File: src/design/dmr_pkg.sv
// ----------------------------------------------------------------------------
// dmr_pkg
// Types and constants for the delimited message receiver.
// ----------------------------------------------------------------------------
package dmr_pkg;

  localparam int MAX_CHARS   = 32;
  localparam int IDX_W       = $clog2(MAX_CHARS);
  localparam int ELAPSED_W   = 17;
  localparam int CFG_INDEX_W = 8;
  localparam int CFG_DATA_W  = 16;

  localparam logic [IDX_W-1:0]     LAST_SLOT   = IDX_W'(MAX_CHARS - 1);
  localparam logic [ELAPSED_W-1:0] ELAPSED_MAX = '1;
  localparam logic [7:0]           TERMINATOR  = 8'h00;

  // item modes
  localparam logic [1:0] MODE_TICK        = 2'd0;
  localparam logic [1:0] MODE_BYTE        = 2'd1;
  localparam logic [1:0] MODE_CLR_READY   = 2'd2;
  localparam logic [1:0] MODE_CLR_TIMEOUT = 2'd3;

  // configuration register indexes
  localparam logic [CFG_INDEX_W-1:0] CFG_USE_START  = 8'd0;
  localparam logic [CFG_INDEX_W-1:0] CFG_START_CHAR = 8'd1;
  localparam logic [CFG_INDEX_W-1:0] CFG_END_CHAR   = 8'd2;
  localparam logic [CFG_INDEX_W-1:0] CFG_TIMEOUT_MS = 8'd3;

  typedef struct packed {
    logic [1:0] mode;
    logic [7:0] rx_byte;
  } in_item_t;

  typedef struct packed {
    logic             write_valid;
    logic [IDX_W-1:0] write_index;
    logic [7:0]       write_byte;
    logic             message_done;
    logic             timeout_event;
    logic [IDX_W-1:0] message_length;
    logic             data_ready;
    logic             timed_out;
    logic             receiving;
  } out_item_t;

  typedef struct packed {
    logic        use_start;
    logic [7:0]  start_char;
    logic [7:0]  end_char;
    logic [15:0] timeout_ms;
  } cfg_t;

endpackage

File: src/design/delimited_message_receiver.sv
// ----------------------------------------------------------------------------
// delimited_message_receiver
// Frames received bytes into end-delimited messages with a tick timeout.
// ----------------------------------------------------------------------------
// Takes one item per cycle while results are taken: an input register feeds
// the framing logic, whose result lands in an output register, from which an
// item's result is offered. Each item yields exactly one result. While a
// result waits to be taken the input register takes one more item, then the
// input stalls until the result goes. Configuration writes are always taken
// and belong between items, with nothing in flight; indexes beyond the
// register list are ignored.
module delimited_message_receiver (
  input  logic                                clk,
  input  logic                                rst_n,
  input  logic                                in_valid,
  output logic                                in_ready,
  input  dmr_pkg::in_item_t                   in_item,
  output logic                                out_valid,
  input  logic                                out_ready,
  output dmr_pkg::out_item_t                  out_item,
  input  logic                                cfg_valid,
  output logic                                cfg_ready,
  input  logic [dmr_pkg::CFG_INDEX_W-1:0]     cfg_index,
  input  logic [dmr_pkg::CFG_DATA_W-1:0]      cfg_data
);

  dmr_pkg::cfg_t      cfg_r;
  dmr_pkg::in_item_t  item_r;
  logic               item_vld_r;
  dmr_pkg::out_item_t result;
  dmr_pkg::out_item_t out_r;
  logic               out_vld_r;
  logic               advance;

  assign cfg_ready = 1'b1;
  assign advance   = item_vld_r && (!out_vld_r || out_ready);
  assign in_ready  = !item_vld_r || advance;
  assign out_valid = out_vld_r;
  assign out_item  = out_r;

  always_ff @(posedge clk) begin
    if (!rst_n) begin
      cfg_r.use_start  <= 1'b0;
      cfg_r.start_char <= 8'd0;
      cfg_r.end_char   <= 8'd10;
      cfg_r.timeout_ms <= 16'd1000;
    end else if (cfg_valid) begin
      case (cfg_index)
        dmr_pkg::CFG_USE_START:  cfg_r.use_start  <= cfg_data[0];
        dmr_pkg::CFG_START_CHAR: cfg_r.start_char <= cfg_data[7:0];
        dmr_pkg::CFG_END_CHAR:   cfg_r.end_char   <= cfg_data[7:0];
        dmr_pkg::CFG_TIMEOUT_MS: cfg_r.timeout_ms <= cfg_data;
        default: begin
        end
      endcase
    end
  end

  always_ff @(posedge clk) begin
    if (!rst_n) begin
      item_vld_r <= 1'b0;
      out_vld_r  <= 1'b0;
    end else begin
      if (in_ready) begin
        item_vld_r <= in_valid;
      end
      if (advance) begin
        out_vld_r <= 1'b1;
      end else if (out_ready) begin
        out_vld_r <= 1'b0;
      end
    end
  end

  always_ff @(posedge clk) begin
    if (in_valid && in_ready) begin
      item_r <= in_item;
    end
    if (advance) begin
      out_r <= result;
    end
  end

  dmr_frame u_frame (
    .clk    (clk),
    .rst_n  (rst_n),
    .step   (advance),
    .item   (item_r),
    .cfg    (cfg_r),
    .result (result)
  );

endmodule

File: src/design/dmr_frame.sv
// ----------------------------------------------------------------------------
// dmr_frame
// Framing state and per-item result logic; state advances on step.
// ----------------------------------------------------------------------------
module dmr_frame (
  input  logic                clk,
  input  logic                rst_n,
  input  logic                step,
  input  dmr_pkg::in_item_t   item,
  input  dmr_pkg::cfg_t       cfg,
  output dmr_pkg::out_item_t  result
);

  logic [dmr_pkg::IDX_W-1:0]     fill_r, fill_nxt;
  logic                          coll_r, coll_nxt;
  logic                          ready_r, ready_nxt;
  logic                          tout_r, tout_nxt;
  logic [dmr_pkg::ELAPSED_W-1:0] elapsed_r, elapsed_nxt;

  always_comb begin
    logic                          coll_v;
    logic [dmr_pkg::ELAPSED_W-1:0] el_v;
    fill_nxt    = fill_r;
    coll_nxt    = coll_r;
    ready_nxt   = ready_r;
    tout_nxt    = tout_r;
    elapsed_nxt = elapsed_r;
    result      = '0;
    coll_v      = coll_r;
    el_v        = elapsed_r;
    case (item.mode)
      dmr_pkg::MODE_TICK: begin
        if (coll_r && elapsed_r != dmr_pkg::ELAPSED_MAX) begin
          el_v = elapsed_r + 1'b1;
        end
        elapsed_nxt = el_v;
        if (coll_r && !ready_r && el_v > {1'b0, cfg.timeout_ms}) begin
          result.write_valid    = 1'b1;
          result.write_index    = fill_r;
          result.write_byte     = dmr_pkg::TERMINATOR;
          result.timeout_event  = 1'b1;
          result.message_length = fill_r;
          fill_nxt = '0;
          coll_nxt = 1'b0;
          tout_nxt = 1'b1;
        end
      end
      dmr_pkg::MODE_BYTE: begin
        if (!cfg.use_start && !coll_r) begin
          coll_v = 1'b1;
          el_v   = '0;
        end
        coll_nxt    = coll_v;
        elapsed_nxt = el_v;
        if (coll_v && item.rx_byte != cfg.end_char) begin
          result.write_valid = 1'b1;
          result.write_index = fill_r;
          result.write_byte  = item.rx_byte;
          fill_nxt = (fill_r == dmr_pkg::LAST_SLOT) ? fill_r : fill_r + 1'b1;
        end else if (coll_v) begin
          result.write_valid    = 1'b1;
          result.write_index    = fill_r;
          result.write_byte     = dmr_pkg::TERMINATOR;
          result.message_done   = 1'b1;
          result.message_length = fill_r;
          fill_nxt  = '0;
          coll_nxt  = 1'b0;
          tout_nxt  = 1'b0;
          ready_nxt = 1'b1;
        end else if (cfg.use_start && item.rx_byte == cfg.start_char) begin
          coll_nxt    = 1'b1;
          elapsed_nxt = '0;
        end
      end
      dmr_pkg::MODE_CLR_READY: begin
        ready_nxt = 1'b0;
      end
      dmr_pkg::MODE_CLR_TIMEOUT: begin
        tout_nxt = 1'b0;
      end
      default: begin
      end
    endcase
    result.data_ready = ready_nxt;
    result.timed_out  = tout_nxt;
    result.receiving  = coll_nxt;
  end

  always_ff @(posedge clk) begin
    if (!rst_n) begin
      fill_r    <= '0;
      coll_r    <= 1'b0;
      ready_r   <= 1'b0;
      tout_r    <= 1'b0;
      elapsed_r <= '0;
    end else if (step) begin
      fill_r    <= fill_nxt;
      coll_r    <= coll_nxt;
      ready_r   <= ready_nxt;
      tout_r    <= tout_nxt;
      elapsed_r <= elapsed_nxt;
    end
  end

endmodule

File: config.mk
export PLATFORM = sky130hd
export DESIGN_NAME = delimited_message_receiver
export DESIGN_NICKNAME = d
export VERILOG_FILES = /design/src/design/dmr_pkg.sv /design/src/design/delimited_message_receiver.sv /design/src/design/dmr_frame.sv
export SDC_FILE = /design/constraint.sdc
export NUM_CORES = 1
export LEC_CHECK = 0
export BUFFER_PORTS_ARGS = -buffer_cell sky130_fd_sc_hd__buf_2
export CORE_ASPECT_RATIO = 0.9
export CORE_UTILIZATION = 52
export CTS_BUF_LIST = sky130_fd_sc_hd__clkbuf_16
export DETAILED_ROUTE_END_ITERATION = 7
export HOLD_SLACK_MARGIN = 0.1
export PLACE_DENSITY = 0.75
export SLEW_MARGIN = 10
export SYNTH_ARGS = -nofsm -noshare
export SYNTH_HDL_FRONTEND = slang
export SYNTH_SLANG_ARGS = --single-unit
File: constraint.sdc
create_clock -name clk -period 3.91 [get_ports clk]
set_input_delay 0.782 -clock clk [delete_from_list [all_inputs] [get_ports clk]]
set_output_delay 0.782 -clock clk [all_outputs]
set_load 0.05 [all_outputs]
# Word-level counts from Yosys, hierarchy flattened
# Cells that the tools add are included.
[word_totals]
output_inout_bits = 27
regBits = 94
input_bits = 39
[op_classes]
n_mux = 36
addsub = 2
n_eq_ne = 13
reduce_logical = 26
magnitude_cmp = 1
n_bitwise = 1
[ops]
columns = ["operator", "count"]
rows = [
  ["$mux 17", 6],
  ["$pmux 17 s2", 1],
  ["$mux 5", 6],
  ["$mux 14", 2],
  ["$pmux 14 s2", 1],
  ["$pmux 5 s2", 2],
  ["$add 17x1->17 const B", 1],
  ["$gt 17x16->1", 1],
  ["$ne 17x17->1 const B", 1],
  ["$eq 8x2->1 const B", 2],
  ["$mux 15", 1],
  ["$mux 1", 13],
  ["$reduce_and 2->1", 5],
  ["$eq 8x1->1 const B", 1],
  ["$eq 8x8->1", 1],
  ["$logic_and 1x1->1", 8],
  ["$logic_not 8->1", 1],
  ["$ne 8x8->1", 1],
  ["$mux 6", 1],
  ["$add 5x1->5 const B", 1],
  ["$eq 5x5->1 const B", 1],
  ["$logic_not 1->1", 5],
  ["$reduce_and 5->1", 1],
  ["$eq 2x2->1 const B", 2],
  ["11 further kinds", 14],
]

# Depth between registers and ports, before layout
# Gate-level depths: netlist of run 1.
[depth]
depth_word = 8
ltp_mapped = 19

# Hierarchy
# From an unflattened synthesis of run 1, not the netlist that was laid out.
[unflattened]
cells_unflattened = 495
area_unflattened_um2 = 4882.2
[by_module_without_submodules]
columns = ["module", "n_inst", "area_each_um2", "cells_each", "seq_area_each_um2"]
rows = [
  ["delimited_message_receiver", 1, 2476.1, 180, 1721.7],
  ["dmr_frame", 1, 2406.1, 315, 500.5],
]

# Worst setup path before layout of run 1
# No wires, ideal clock.
[synth_path]
path_type = "flip-flop to flip-flop"
start = "reg u_frame.elapsed_r[0] (netlist bit)"
end = "reg out_r, in the netlist out_item[3] (data pin)"
slack_ns = 0.179
path_buffers = 0
period_less_slack_ns = 3.731
setup_ns = 0.259
arrival_time_ns = 3.473
path_stages_with_launch = 18
cell_sequence = "dfxtp_1 > ha_1 > nand3_1 > nor4_1 > ha_1 > nand2b_1 > nor4_1 > and2_1 > nand4_1 > xnor2_1 > ha_1 > and3_1 > a2111oi_2 > o41ai_4 > nand2_1 > inv_2 > nor2_2 > nor2b_1"
[synth_rtl]
columns = ["item", "line", "source"]
rows = [
  ["from (decl)", "dmr_frame.sv:18", "logic [dmr_pkg::ELAPSED_W-1:0] elapsed_r, elapsed_nxt;"],
  ["from (signal assigned)", "dmr_frame.sv:101", "elapsed_r <= elapsed_nxt;"],
  ["to (signal assigned)", "delimited_message_receiver.sv:80", "out_r <= result;"],
  ["to (decl)", "delimited_message_receiver.sv:31", "dmr_pkg::out_item_t out_r;"],
]

# Worst setup path after layout of run 1
[layout_path]
start = "reg u_frame.elapsed_r[1] (netlist bit)"
end = "reg u_frame.tout_r"
[layout_via]
elab_chain_cells = 8
[layout_lines]
columns = ["item", "line", "source"]
rows = [
  ["branches (longest 2 deep; another with $add 17x1->17)", "-", ""],
  ["$mux 17 (*)", "dmr_frame.sv:33", "if (coll_r && elapsed_r != dmr_pkg::ELAPSED_MAX) begin"],
  ["$mux 17 (*)", "dmr_frame.sv:31", "case (item.mode)"],
  ["$gt 17x16->1 (*)", "dmr_frame.sv:37", "if (coll_r && !ready_r && el_v > {1'b0, cfg.timeout_ms}) begin"],
  ["$logic_and 1x1->1 (*)", "dmr_frame.sv:37", ""],
  ["$mux 1 (*)", "dmr_frame.sv:37", ""],
  ["$pmux 1 s3 (*)", "dmr_frame.sv:31", ""],
  ["to (signal assigned)", "dmr_frame.sv:100", "tout_r <= tout_nxt;"],
  ["to (decl)", "dmr_frame.sv:17", "logic tout_r, tout_nxt;"],
]
# Mark *: on every way between the ends. The select of a mux whose other input is x is not followed.
# A chain may end at the register's enable or synchronous reset.

==> results of run 1 <==
[sequential cells by signal, indices dropped and copies added (netlist names)]
name and cells:
cfg_r 33, out_item 24, u_frame.elapsed_r 17, item_r 10, u_frame.fill_r 5, item_vld_r 1
out_valid 1, u_frame.coll_r 1, u_frame.ready_r 1, u_frame.tout_r 1
[cell usage after synthesis, drive strengths merged, types with 5 or more instances]
cell type	instances
nand3	11
inv	23
dfxtp	60
and2	12
a22oi	10
xnor2	28
nor4	6
mux2i	35
nand4	13
a21oi	12
nor3	7
nand2	38
clkbuf	17
nor2b	51
ha	23
edfxtp	34
o21ai	13
and3	5
a21boi	5
nor2	14
[cell type report]
type	count	area (um2)
Sequential cell	94	2236
Timing Repair Buffer	78	425.4
Clock buffer	9	225.2
Tap cell	119	148.9
Multi-Input combinational cell	324	2449
Clock inverter	7	62.56
Inverter	23	86.33
Fill cell	718	3095
[per-layer routing]
layer  vias up  part of all wire (%)  routed length (um)  GRT usage [%]
met2       112                    47                4736          34.94
met3        23                   5.3                 538          5.283
met4         0                   2.5                 249          8.452
met1      1656                    45                4557          29.50
met5         -                     0                   0              0
li1       1755                     -                   -              -
[repair_timing]
action                                  4_1_cts  5_1_grt
gates resized for setup                       1       28
buffers inserted                              0        4
pin swaps                                     1        8
cloned                                        0        0
endpoints found under the setup margin       16       20
hold buffers                                  0        0
[logic make-up after synthesis]
family	after synthesis	share of synthesized area, %
adders and majority gates	23	6.064
buffers and inverters	44	3.770
AOI/OAI and AO/OA	57	8.859
xor gates and xnor gates	31	5.721
DFF	94	46.82
muxes	36	7.698
other	1	0.07902
and+or+nand+nor	176	20.99
[tightest hold or removal path, cell delays in order (launching register included)]
cell,delay [ns]
dfxtp_1,0.33
mux2i_1,0.07
nand2_1,0.06
[final timing paths]
path                                       end  slack (ns)                  from  cells past startpoint
worst max-delay path            u_frame.tout_r        0.10  u_frame.elapsed_r[1]                     18
worst min-delay path                  cfg_r[7]        0.48              cfg_r[7]                      2
worst max register to register  u_frame.tout_r        0.10  u_frame.elapsed_r[1]                     18
worst min register to register        cfg_r[7]        0.48              cfg_r[7]                      2
[per-stage QoR]
step	cell area, um2	setup WS (ns)	hold WS [ns]	cells
2_1_floorplan	4746	0.1787	0.4446	462
3_3_place_gp	5197	0.07314	0.4594	634
3_5_place_dp	5197	-0.02308	0.4648	634
4_1_cts	5492	0.01220	0.4837	650
5_1_grt	5633	-0.1021	0.5016	654
6_report	5633	0.1049	0.4774	654
[cell usage in the layout (no fill, tap or decap), types with 10 or more instances in the layout]
| cell type | instances |
|---|---|
| o21ai_0 | 12 |
| ha_1 | 21 |
| nor2_1 | 10 |
| mux2i_1 | 35 |
| nor2b_1 | 50 |
| a21oi_1 | 10 |
| a22oi_1 | 10 |
| buf_2 | 64 |
| xnor2_1 | 27 |
| dfxtp_1 | 51 |
| buf_4 | 14 |
| nand2_1 | 37 |
| nand4_1 | 13 |
| inv_1 | 22 |
| and2_1 | 12 |
| edfxtp_1 | 34 |
[power breakdown]
part           internal, W  switching (W)  leakage (nW)
Combinational    0.0000495       0.000101          1.48
Clock             0.000448       0.000406         0.145
Sequential         0.00103      0.0000110         0.816
Total              0.00153       0.000518          2.44
==> flow_metrics.py, run 1 <==
metrics = {
    "setup_path": {
        "startpoint_type": "flop",
        "critPathSlowestCell": "o41ai_4",
        "crit_top_cell": "buf_4",
        "crit_arrival_ns": 4.09,
        "path_delay_family": "simple AND/OR/NAND/NOR gates",
        "worstPathMaxFanout": 5,
        "max_stage_delay_ns": 0.43,
        "cp_num_buf_inv": 2,
        "cp-end-kind": "flop",
        "critPathRequiredTime_ns": 4.20,
        "crit_chain": "ha_4, nand3_1, nor4_2, ha_2, nor2b_4, nand4_1, nor2_2, xor2_1, ha_1, and4_4, o311a_1, a211oi_1, buf_4, o41ai_4, nand2_1, buf_4, nor3_2, o221a_2",
        "critPathKind": "reg2reg",
    },
    "synthesis": {
        "synth_flop_cell": "dfxtp_1",
        "synth-seq-area-share_pct": 46.82,
        "ys_seq_elements": 94,
        "syn-instance-count": 462,
        "syn_area_um2": 4746,
        "ys_top_cells_by_area": "dfxtp_1 (25%), edfxtp_1 (22%), mux2i_1 (7.4%)",
        "async_flop_share_pct": 0,
        "syn_area_per_cell_um2": 10.27,
        "synth_area_leader_cell": "dfxtp_1",
        "yosysUniqueCellTypes": 54,
        "synth_edf_count": 34,
        "yosys_warnings": 0,
        "syn_nets": 524,
        "post-synth-top-area-fraction_pct": 25.31,
    },
    "grt": {
        "antenna_found_initial": 0,
        "track_usage_pct": 22.25,
        "overflow": 0,
        "grt_pass1_wl_mm": 16.04,
        "grt_pass1_vias": 3395,
        "grt_max_degree": 67,
    },
    "floorplanning": {
        "die_w_um": 102.7,
        "ios": 66,
        "rows": 32,
        "start_util_pct": 54.37,
        "dieArea_um2": 9513,
        "fp.coreArea_um2": 8728,
        "die_h_um": 92.63,
    },
    "cts": {
        "htreeDepth": 3,
        "path_clk_slew_ns": 0.07,
        "clock_path_buffers": 2,
        "clk_latency_ns": 0.35,
        "cts.sinks": 94,
        "cts_tree": "built",
        "cts_made_buffers": 9,
        "clock-root-buffer": "clkbuf_16",
    },
    "power_and_ir_drop": {
        "ir_drop_mv": 0.2281,
        "leakagePower_nw": 2.442,
        "powerDensity_nw_per_um2": 363.4,
        "finalPower_w": 0.002047,
    },
    "finish": {
        "diodes": 0,
        "fin_nets": 592,
        "areaGrowthSynthToFinish_pct": 18.69,
        "fin_util_pct": 64.54,
        "drive_above_1_share_pct": 24.49,
    },
    "placed_design": {
        "hpwl_mm": 7.003,
        "place_congestion": 0.8145,
        "port_buffers": 64,
    },
    "timing": {
        "fin_setup_tns_ns": 0,
        "setup_viol": 0,
        "fin_crit_ns": 3.805,
        "slew_violations": 0,
        "worst_pin_slew_ns": 0.9897,
        "slew_headroom_pct": 34.02,
        "timing.final.crit_share_pct": 97.32,
        "fmax_mhz": 262.8,
        "hold_viol_final": 0,
        "clock_skew_ns": 0.01160,
    },
    "drt": {
        "drt-initial-drc-count": 150,
        "wl_per_cell_um": 15.42,
        "viasPerCell": 5.422,
        "route.detailed.drc": 0,
        "drt-total-wl_mm": 10.08,
        "dr_total_vias": 3546,
        "first_pass_iters": 4,
        "antenna_violating_nets_post_route": 0,
    },
    "job": {
        "maxCapViolCount": 0,
    },
    "status": {
        "status": "finished, final reports clean",
    },
    "hold_path": {
        "hp-class": "reg2reg",
    },
}
No activity file was read; power rests on OpenSTA's default activity.
==> run 2: changes to the inputs <==
--- a/config.mk
+++ b/config.mk
@@ -6,7 +6,7 @@
 export NUM_CORES = 1
 export LEC_CHECK = 0
 export BUFFER_PORTS_ARGS = -buffer_cell sky130_fd_sc_hd__buf_2
-export CORE_ASPECT_RATIO = 0.9
+export CAP_MARGIN = 5
 export CORE_UTILIZATION = 52
 export CTS_BUF_LIST = sky130_fd_sc_hd__clkbuf_16
 export DETAILED_ROUTE_END_ITERATION = 7
==> run 2 against run 1 <==
  * Clock-buffer cell count did not move
  * Final area barely moved
  * Sequential power barely moved
  * First-iteration DRC count rose by 17%
  * Sequential share of layout area fell by 0.10 points
  * Core utilization fell by 0.20 points
  * Fmax rose by 0.40%
  * Critical path depth fell by 1
  * Flip-flop and latch count did not move
  * Worst setup slack improved by 0.015 ns
  * Largest cell class unchanged
==> flow_metrics.py, run 2 (synthesis gave the netlist of run 1 again) <==
metrics = {
    "status": {
        "status": "finished, final reports clean",
    },
    "placed_design": {
        "placed_cell_area_um2": 5206,
        "hpwl_mm": 6.972,
        "place_congestion": 0.8602,
        "port_buffers": 64,
    },
    "grt": {
        "grt_pass1_wl_mm": 15.83,
        "grt_pass1_vias": 3320,
        "overflow": 0,
        "track_usage_pct": 20.98,
        "grt_max_degree": 67,
        "antenna_found_initial": 0,
    },
    "finish": {
        "diodes": 0,
        "areaGrowthSynthToFinish_pct": 18.80,
        "fin_util_pct": 64.33,
        "largest_reg_flops": 33,
        "top_register": "cfg_r",
        "drive_above_1_share_pct": 24.12,
        "final_cell_mix": "buf_2 (64), dfxtp_1 (54), nor2b_1 (50), nand2_1 (36), mux2i_1 (35)",
        "fin_nets": 596,
        "final_common_cell": "buf_2",
        "stdcell_area_um2": 5638,
    },
    "drt": {
        "first_pass_iters": 4,
        "dr_total_vias": 3518,
        "viasPerCell": 5.437,
        "drt-initial-drc-count": 175,
        "drt-total-wl_mm": 9.978,
        "antenna_violating_nets_post_route": 0,
        "route.detailed.drc": 0,
        "wl_per_cell_um": 15.42,
    },
    "timing": {
        "fmax_mhz": 263.9,
        "timing.final.crit_share_pct": 96.93,
        "slew_violations": 0,
        "hold_viol_final": 0,
        "clock_skew_ns": 0.009219,
        "setup_viol": 0,
        "slew_headroom_pct": 31.17,
        "worst_pin_slew_ns": 1.032,
        "fin_crit_ns": 3.790,
    },
    "floorplanning": {
        "start_util_pct": 54.15,
        "fp.coreArea_um2": 8763,
        "ios": 66,
        "rows": 34,
        "dieArea_um2": 9512,
        "die_h_um": 97.53,
        "die_w_um": 97.53,
    },
    "cts": {
        "htreeDepth": 3,
        "clk_latency_ns": 0.34,
        "clock_path_buffers": 2,
        "cts-hold-fix-buffers": 0,
        "path_clk_slew_ns": 0.08,
        "clock-root-buffer": "clkbuf_16",
        "cts.sinks": 94,
        "cts_tree": "built",
        "cts_made_buffers": 9,
    },
    "setup_path": {
        "critPathKind": "reg2reg",
        "critPathSlowestCell": "o41ai_4",
        "critPathRequiredTime_ns": 4.19,
        "crit_top_cell": "ha_2",
        "crit_chain": "ha_2, nand3_2, nor4_2, ha_2, nor2b_4, nand4_1, nor2_2, xor2_1, ha_1, and4_4, o311a_1, a211oi_1, buf_4, o41ai_4, a21oi_4, nand4b_1, o22ai_1",
        "reg2reg_slack_ns": 0.12,
        "startpoint_type": "flop",
        "worstPathMaxFanout": 7,
        "cp-end-kind": "flop",
        "max_stage_delay_ns": 0.46,
        "crit_arrival_ns": 4.07,
    },
    "hold_path": {
        "hp-class": "reg2reg",
    },
    "job": {
        "maxCapViolCount": 0,
    },
    "power_and_ir_drop": {
        "powerDensity_nw_per_um2": 363.0,
        "ir_drop_mv": 0.2520,
        "leakagePower_nw": 2.458,
    },
}
==> run 2: cell types whose count changed in the layout (fill, tap and decap cells not counted), sizes merged <==
cell	previous run	this run
inv	29	27
buf	78	82
clkinvlp	0	2
==> run 2: through the flow <==
stage / setup slack, ns / total power [W] / std cells / setup TNS, ns / hold slack (ns)
floorplan: 0.1787 / 0.001164 / 462 / 0 / 0.4446
global placement: 0.09727 / 0.001209 / 626 / 0 / 0.4585
detailed placement: -0.006027 / 0.001213 / 626 / -0.009585 / 0.4700
CTS: 0.009822 / 0.002056 / 642 / 0 / 0.4877
global route: -0.04140 / 0.002108 / 647 / -0.1092 / 0.5152
finish: 0.1202 / 0.002047 / 647 / 0 / 0.4864
==> run 2: worst max-delay path, delay by kind of cell, from the launching register on <==
kind,cells,cell delay (ns)
and+or+nand+nor,7,1.31
AOI/OAI and AO/OA,5,1.04
adders and majority gates,3,0.75
DFF,1,0.34
buffers and inverters,1,0.15
xor gates and xnor gates,1,0.14
==> run 2: what timing repair did <==
action | CTS | global route
endpoints found under the setup margin | 11 | 21
pin swaps | 1 | 7
buffers inserted | 0 | 5
resized for setup | 4 | 21
==> run 2: metal layers <==
layer	track usage, %	wire length [um]
met2	34.53	4857
met3	3.957	405
met5	0	0
met4	5.882	150
met1	28.20	4564
==> run 2: final cells by class <==
cell class | instances | area [um2]
clock buffers | 9 | 225.2
clock inverters | 7 | 63.81
fillers | 691 | 3126
inverters | 23 | 86.33
multi-input cells | 324 | 2436
flip-flops and latches | 94 | 2232
well taps | 108 | 135.1
repair buffers | 82 | 459.2
==> run 2: power by group <==
| group | total, W | internal [W] | switching (W) |
|---|---|---|---|
| clock | 0.000855 | 0.000447 | 0.000408 |
| sequential | 0.00104 | 0.00103 | 0.0000102 |
| combinational | 0.000150 | 0.0000496 | 0.000101 |
==> run 2: worst paths after layout <==
| kind | to | cells past startpoint | from |
|---|---|---|---|
| worst min-delay path | cfg_r[8] | 2 | cfg_r[8] |
| worst max-delay path | u_frame.fill_r[3] | 17 | u_frame.elapsed_r[1] |
| worst min register to register | cfg_r[8] | 2 | cfg_r[8] |
| worst max register to register | u_frame.fill_r[3] | 17 | u_frame.elapsed_r[1] |
==> run 3: changes to the inputs <==
--- a/config.mk
+++ b/config.mk
@@ -7,11 +7,11 @@
 export LEC_CHECK = 0
 export BUFFER_PORTS_ARGS = -buffer_cell sky130_fd_sc_hd__buf_2
 export CAP_MARGIN = 5
-export CORE_UTILIZATION = 52
+export CORE_UTILIZATION = 45
 export CTS_BUF_LIST = sky130_fd_sc_hd__clkbuf_16
 export DETAILED_ROUTE_END_ITERATION = 7
 export HOLD_SLACK_MARGIN = 0.1
-export PLACE_DENSITY = 0.75
+export PLACE_DENSITY = 0.67
 export SLEW_MARGIN = 10
 export SYNTH_ARGS = -nofsm -noshare
 export SYNTH_HDL_FRONTEND = slang
==> run 3 against run 2 <==
  * Register-to-register slack barely moved
  * Sequential power barely moved
  * Final area rose by 1.5%
  * Sequential share of layout area fell by 0.59 points
  * Critical path type unchanged
  * Largest cell class unchanged
==> flow_metrics.py, run 3 (synthesis gave the netlist of run 1 again) <==
metrics = {
    "status": {
        "status": "finished, final reports clean",
    },
    "finish": {
        "final_common_cell": "buf_2",
        "areaGrowthSynthToFinish_pct": 20.54,
        "drive_above_1_share_pct": 24.77,
        "final_cell_mix": "buf_2 (64), dfxtp_1 (55), nor2b_1 (50), nand2_1 (38), mux2i_1 (35)",
        "fin_nets": 602,
        "stdcell_area_um2": 5720,
        "fin_util_pct": 55.66,
        "largest_reg_flops": 33,
        "diodes": 0,
        "top_register": "cfg_r",
    },
    "timing": {
        "fin_ws_ns": 0.1264,
        "slew_headroom_pct": 32.12,
        "hold_viol_final": 0,
        "fmax_mhz": 264.3,
        "slew_violations": 0,
        "setup_viol": 0,
        "clock_skew_ns": 0.01452,
        "worst_pin_slew_ns": 1.018,
        "timing.final.crit_share_pct": 96.77,
        "fin_crit_ns": 3.784,
    },
    "cts": {
        "cts_tree": "built",
        "clock-root-buffer": "clkbuf_16",
        "path_clk_slew_ns": 0.07,
        "clk_latency_ns": 0.35,
        "cts.sinks": 94,
        "cts_made_buffers": 9,
        "htreeDepth": 3,
        "clock_path_buffers": 2,
    },
    "drt": {
        "first_pass_iters": 4,
        "drt-initial-drc-count": 144,
        "viasPerCell": 5.164,
        "route.detailed.drc": 0,
        "wl_per_cell_um": 14.68,
        "antenna_violating_nets_post_route": 0,
        "dr_total_vias": 3517,
        "drt-total-wl_mm": 9.999,
    },
    "setup_path": {
        "critPathKind": "reg2reg",
        "startpoint_type": "flop",
        "critPathRequiredTime_ns": 4.13,
        "crit_arrival_ns": 4.00,
        "cp-end-kind": "flop",
        "worstPathMaxFanout": 6,
    },
    "floorplanning": {
        "fp.coreArea_um2": 10280,
        "die_h_um": 104.7,
        "rows": 37,
        "ios": 66,
        "start_util_pct": 46.18,
        "dieArea_um2": 10960,
        "die_w_um": 104.7,
    },
    "grt": {
        "overflow": 0,
        "track_usage_pct": 19.20,
        "grt_max_degree": 67,
        "grt_pass1_wl_mm": 16.70,
        "grt_pass1_vias": 3487,
        "antenna_found_initial": 0,
    },
    "power_and_ir_drop": {
        "powerDensity_nw_per_um2": 363.9,
        "finalPower_w": 0.002082,
        "leakagePower_nw": 2.482,
        "ir_drop_mv": 0.2426,
    },
    "hold_path": {
        "hp-class": "reg2reg",
    },
    "placed_design": {
        "hpwl_mm": 7.243,
        "dpl_worst_slack_ns": -0.02625,
        "place_congestion": 0.8657,
        "placed_cell_area_um2": 5294,
        "port_buffers": 64,
    },
    "job": {
        "maxCapViolCount": 0,
    },
}
[run 3: cell types whose count changed in the layout (fill, tap and decap cells not counted), sizes merged]
cell and change:
clkinv +1, buf +6, inv -1, bufinv +1, clkinvlp -1
[run 3: metal layers]
metal	track usage (%)	vias up	wire, um
li1	-	1768	-
met1	25.58	1648	4701
met2	31.60	88	4769
met3	2.994	13	364
met4	6.841	0	163
met5	0	-	0
[run 3: worst paths after layout]
kind | slack, ns | depth (start not counted) | endpoint | from
setup / recovery | 0.13 | 17 | u_frame.fill_r[3] | u_frame.elapsed_r[0]
hold / removal | 0.49 | 2 | cfg_r[6] | cfg_r[6]
setup reg to reg | 0.13 | 17 | u_frame.fill_r[3] | u_frame.elapsed_r[0]
hold reg to reg | 0.49 | 2 | cfg_r[6] | cfg_r[6]
[run 3: area by class of cell]
type / instances / area (um2)
fill: 904 / 4557
multi-input combinational: 324 / 2425
sequential: 94 / 2231
timing repair buffer: 88 / 504.2
clock buffer: 9 / 225.2
tap: 136 / 170.2
inverter: 23 / 86.33
clock inverter: 7 / 78.83
[run 3: per-stage QoR]
step | TNS, ns | std cells | hold WS, ns
final | 0 | 681 | 0.4919
after global routing | -0.1814 | 681 | 0.5411
after CTS | 0 | 677 | 0.4910
after detailed placement | -0.06246 | 661 | 0.4725
after global placement | 0 | 661 | 0.4573
after floorplan | 0 | 462 | 0.4446
[run 3: worst max-delay path, stage by stage, from the launching register on]
cell and delay (ns):
dfxtp_1 0.31, ha_1 0.22, nand3_2 0.10, nor4_2 0.04, ha_2 0.21, nand2b_4 0.17, nor4_4 0.24, and2_4 0.19
nand4_1 0.13, xnor2_1 0.25, ha_1 0.29, and3_1 0.22, a2111oi_4 0.40, o41ai_4 0.15, buf_4 0.17, a21oi_4 0.21
nand4b_1 0.22, o22ai_1 0.11
[run 3: report_power, final]
| part | leakage (nW) | total (W) | internal (W) | switching (W) |
|---|---|---|---|---|
| Combinational | 1.52 | 0.000152 | 0.0000497 | 0.000102 |
| Clock | 0.146 | 0.000889 | 0.000504 | 0.000386 |
| Sequential | 0.814 | 0.00104 | 0.00103 | 0.00000985 |
| Total | 2.48 | 0.00208 | 0.00158 | 0.000497 |
[run 3: repair_timing]
item | CTS | global route
setup buffers | 0 | 4
pin swaps | 0 | 14
hold buffers | 0 | 0
gates resized for setup | 1 | 21
setup endpoints to repair | 1 | 19
gates cloned | 0 | 0
hold endpoints to repair | 0 | 0
